===== config.mk =====
export PLATFORM = sky130hd
export DESIGN_NAME = dam_ram
export DESIGN_NICKNAME = d
export VERILOG_FILES = /design/src/design/dam_ram.sv
export SDC_FILE = /design/constraint.sdc
export NUM_CORES = 1
export LEC_CHECK = 0
export BUFFER_PORTS_ARGS = -buffer_cell sky130_fd_sc_hd__buf_2
export CORE_UTILIZATION = 60
export CTS_CLUSTER_DIAMETER = 100
export CTS_CLUSTER_SIZE = 24
export DETAILED_ROUTE_END_ITERATION = 16
export PLACE_DENSITY = 0.8
export SLEW_MARGIN = 30
export SYNTH_ARGS = -nofsm -noshare
export SYNTH_HDL_FRONTEND = slang
export SYNTH_SLANG_ARGS = --single-unit

===== constraint.sdc =====
create_clock -name clock -period 5.8 [get_ports clock]
set_input_delay 0.58 -clock clock [delete_from_list [all_inputs] [get_ports clock]]
set_output_delay 0.58 -clock clock [all_outputs]
set_load 0.02 [all_outputs]

===== src/design/dam_ram.sv =====
`default_nettype none

module dam_ram #(
   parameter int WIDTH = 8,
   parameter int DEPTH = 64
) (
   input  wire logic                     clock,
   input  wire logic                     wr_en,
   input  wire logic [$clog2(DEPTH)-1:0] wr_addr,
   input  wire logic [WIDTH-1:0]         wr_data,
   input  wire logic [$clog2(DEPTH)-1:0] rd_addr,
   output logic      [WIDTH-1:0]         rd_data
);

   logic [WIDTH-1:0] mem [DEPTH];

   always_ff @(posedge clock) begin
      if (wr_en) begin
         mem[wr_addr] <= wr_data;
      end
      rd_data <= mem[rd_addr];
   end

endmodule

`default_nettype wire


Yosys cells after proc, flatten, opt, wreduce, memory -nomap -nowiden. Memory sizes are Yosys's and may differ from the RTL's. A register that Yosys moved wholly into a read port is not among the register bits. Cells that the tools add are included.

Multiplexer cells: 2.

Operators by type and width (number): $mux 1 (2).

Flip-flop bits (word level): 0. RAM bits: 512. Output and inout port bits: 8. Word-level logic and storage cells: 3. Memories: 1.

Memory list: mem (depth 64, bits a word 8, rd ports 1, clocked after memory_dff 1, wr ports 1, RTL line 15) `logic [WIDTH-1:0] mem [DEPTH];`.

Longest topological paths before layout.
Depth in word-level cells: 2. Depth in mapped cells: 9. Mapped depth without buffers: 5.

Least setup slack after synthesis. Ideal clock, no wire load.

Path type: input-to-reg. Start: in rd_addr[1]. End: reg rd_data[3], read port of mem. Arrival time: 2.120 ns. Data required time: 5.672 ns. Setup slack: 3.552 ns. Stages: 7. Path buffers: 3. Path through: buf_4 > buf_2 > buf_2 > mux4_2 > mux4_2 > o21ai_1 > o41ai_1.

RTL lines: start, declared (RTL line 11) `input wire logic [$clog2(DEPTH)-1:0] rd_addr,`; end, declared (RTL line 12) `output logic [WIDTH-1:0] rd_data`.

==> metrics.md <==
| Metric | Value |
|---|---|
| Max_cap viols | `0` |
| Fraction of layout instances using a drive strength above 1 | `21.90%` |
| Worst min-delay path class | `in -> reg` |
| Final setup fails | `0` |
| PortBufs | `29` |
| #FFs+latches synth | `520` |
| Final Util | `65.44%` |
| Die Span Y | `185.3 um` |
| Gate Count Post-Synth | `940` |
| Status | `finished, final reports clean` |
| Synth warn | `0` |
| Max-slew violations | `0` |
| Core area | `0.03278 sq mm` |
| Reg power frac | `64.6%` |
| Worst R2R Start | `mem[3][5]` |
| Final clock skew | `0.02186 ns` |
| TritonRoute pass-1 iters | `5` |
| Final Instance Count excl. Fillers | `1420` |
| Fin worst setup slack | `3.131 ns` |
| Cts bufs inserted | `25` |
| CP startpoint | `rd_addr[1]` |
| Seq/Total Area, Yosys | `77.03%` |
| Total GRT Usage | `24.87%` |
| First-pass GRT wire length | `60440 um` |
| Unrepaired setup endpoints after global routing | `false` |
| Ys async rst share | `0%` |
| Fmax | `0.3747 GHz` |
| Clock latency on the worst-skew pair | `0.56 ns` |
| Post_cts resized | `0` |
| Synthesized Nets | `962` |
| Htree depth | `1` |
| Worst Setup Start Kind | `input port` |
| Post-DP Area | `0.02070 sq mm` |
| Total Power | `6.447 mW` |
| Slew @ Worst Pin | `0.9991 ns` |
| Fin Hold WS | `0.4634 ns` |
| # fillers | `2098` |
| Maximum vdd drop | `0.0002301 V` |
| Synth unique cells | `40` |
| # rows | `66` |
| Switching Share | `20.59%` |
| Gpl congestion | `0.8390` |
| Fin. Hold Viols | `0` |
| Pre-CTS setup slack | `2.383 ns` |
| Mean Syn Cell Area | `21.45 sq um` |
| Post-synth EDFFs | `512` |
| Vias | `9464` |
| Final Cycle Share | `46.01%` |
| CTS tree | `built` |
| Die Area | `0.03435 sq mm` |
| CP arrival | `3.10 ns` |
| DIE WIDTH | `185.3 um` |
| Num Clock Sinks | `520` |
| Required time of the critical path | `6.23 ns` |
| Reg clk slew, reported paths | `0.09 ns` |
| Comb power frac | `5.9%` |
| Clock share of power | `29.5%` |
| Total grt overflow | `0` |
| LEAKAGE | `6.499 nW` |
| Worst Setup End Kind | `register` |
| Starting Density | `61.51%` |
| Placed insts | `1373` |
| Post-route ant nets | `0` |
| P_sw | `1.328 mW` |
| P&R area growth vs syn | `6.384%` |
| Vias in the first global route | `9380` |
| WL final | `41100 um` |
| Setup TNS | `0 ns` |
| Internal Pwr Total | `5.119 mW` |
| Minimum clock period after layout | `2.669 ns` |
| Detailed placement HPWL | `24470 um` |
| Post-route cell area | `0.02145 sq mm` |
| Remaining DRCs | `0` |
| Slew margin rel. | `33.15%` |
| R2R depth | `4` |
| Vias per inst | `6.665` |
| Crit Path Class | `in -> reg` |
| Power Density | `300.5 mW/mm^2` |
| Drt wl/cell | `28.95 um` |
| Boundary Pins | `30` |
| CTS Hold Bufs | `0` |
| Reg2Reg Setup Slack | `3.71 ns` |
| Mapped cell area | `0.02017 sq mm` |
| Critical path destination | `rd_data[0]` |
| Dominant synthesized flop cell | `edfxtp_1` |
| Initial antenna violation count | `1` |
| Clock Path Buffers | `3` |
| Post-CTS setup buffer count | `0` |
| Root Driver | `clkbuf_16` |
| 1st-iter DRT viols | `1247` |
| Largest net degree at the start of global routing | `72` |
| Worst r2r dst | `rd_data[5]` |
| Worst Path Max Fanout | `47` |
| # nets final | `981` |
## power by group through the flow
stage          combinational (mW)  sequential [mW]  clock, mW
2_1_floorplan               0.222             4.25          0
6_report                    0.379             4.17       1.90
3_3_place_gp                0.361             4.25          0
4_1_cts                     0.376             4.17       1.92
3_5_place_dp                0.375             4.25          0
5_1_grt                     0.400             4.17       2.04
## logic make-up (layout without fill, tap and decap cells)
logic type / Yosys count / in the layout / share of synthesized area, %
mux: 162 / 162 / 15.94
simple gates: 153 / 153 / 3.387
other cells: 0 / 1 / 0
flops: 520 / 520 / 77.03
buf+inv: 51 / 88 / 1.570
compound gates: 54 / 54 / 2.072
## worst min-delay path by stage
| stage | start | endpoint | cells after the start |
|---|---|---|---|
| after global placement | mem[31][6] | rd_data[6] | 3 |
| after floorplan | wr_data[0] | mem[0][0] | 0 |
| after global routing | wr_data[3] | mem[17][3] | 2 |
| final | wr_data[3] | mem[17][3] | 2 |
| after CTS | wr_data[3] | mem[17][3] | 2 |
| after detailed placement | mem[31][6] | rd_data[6] | 3 |
## routing by layer
layer	global-route usage, %	wire length [um]	up-vias
met4	6.744	1013	0
met1	37.90	16340	4943
li1	-	-	3934
met2	38.71	19990	523
met5	0	0	-
met3	3.087	3763	64
## cell usage after synthesis, types with 3 or more instances
cell / count / area share, %
edfxtp_1: 512 / 76
mux4_2: 126 / 14
nor2_1: 83 / 1.5
mux2i_1: 23 / 1.1
nand2_1: 19 / 0.35
clkbuf_1: 17 / 0.32
nor2b_1: 14 / 0.43
buf_4: 13 / 0.48
mux2_2: 13 / 0.73
nand3_1: 13 / 0.32
buf_2: 11 / 0.27
dfxtp_1: 8 / 0.79
o221ai_1: 8 / 0.35
o22ai_1: 8 / 0.25
nand2b_1: 7 / 0.22
nor3_1: 7 / 0.17
a221oi_1: 6 / 0.26
a211oi_1: 4 / 0.15
buf_1: 4 / 0.074
buf_6: 4 / 0.22
a21oi_1: 3 / 0.074
a22oi_1: 3 / 0.11
nand3b_1: 3 / 0.11
o2111ai_1: 3 / 0.13
o2bb2ai_1: 3 / 0.13
## critical path, stage by stage
cell and delay [ns]:
buf_4 0.55, buf_4 0.54, mux4_2 0.39, mux4_2 0.51, nor2_1 0.16, nor3_1 0.13, o2bb2ai_1 0.16
## cell usage in the layout (no fill, tap or decap), types with 4 or more instances in the layout
cell	instances
a211oi_1	4
a221oi_1	6
buf_2	20
buf_4	19
clkbuf_1	19
clkbuf_16	25
dfxtp_1	8
edfxtp_1	512
mux2_2	13
mux2i_1	23
mux4_2	126
nand2_1	19
nand2b_1	7
nand3_1	13
nor2_1	79
nor2_2	4
nor2b_1	14
nor3_1	7
o221ai_1	8
o22ai_1	8
## area by class of cell
class,count,area (sq um),area share (%)
multi-input cells,369,4327,20.17
clock buffers,44,696.9,3.248
flip-flops and latches,520,15530,72.41
repair buffers,43,331.6,1.545
well taps,442,553.0,2.578
clock inverters,1,8.758,0.04082
diodes,1,2.502,0.01166
## registers in the layout, indices dropped and copies added, names as in the netlist
signal and cells:
mem 512, rd_data 8
Power figures use the tool's default switching activity.
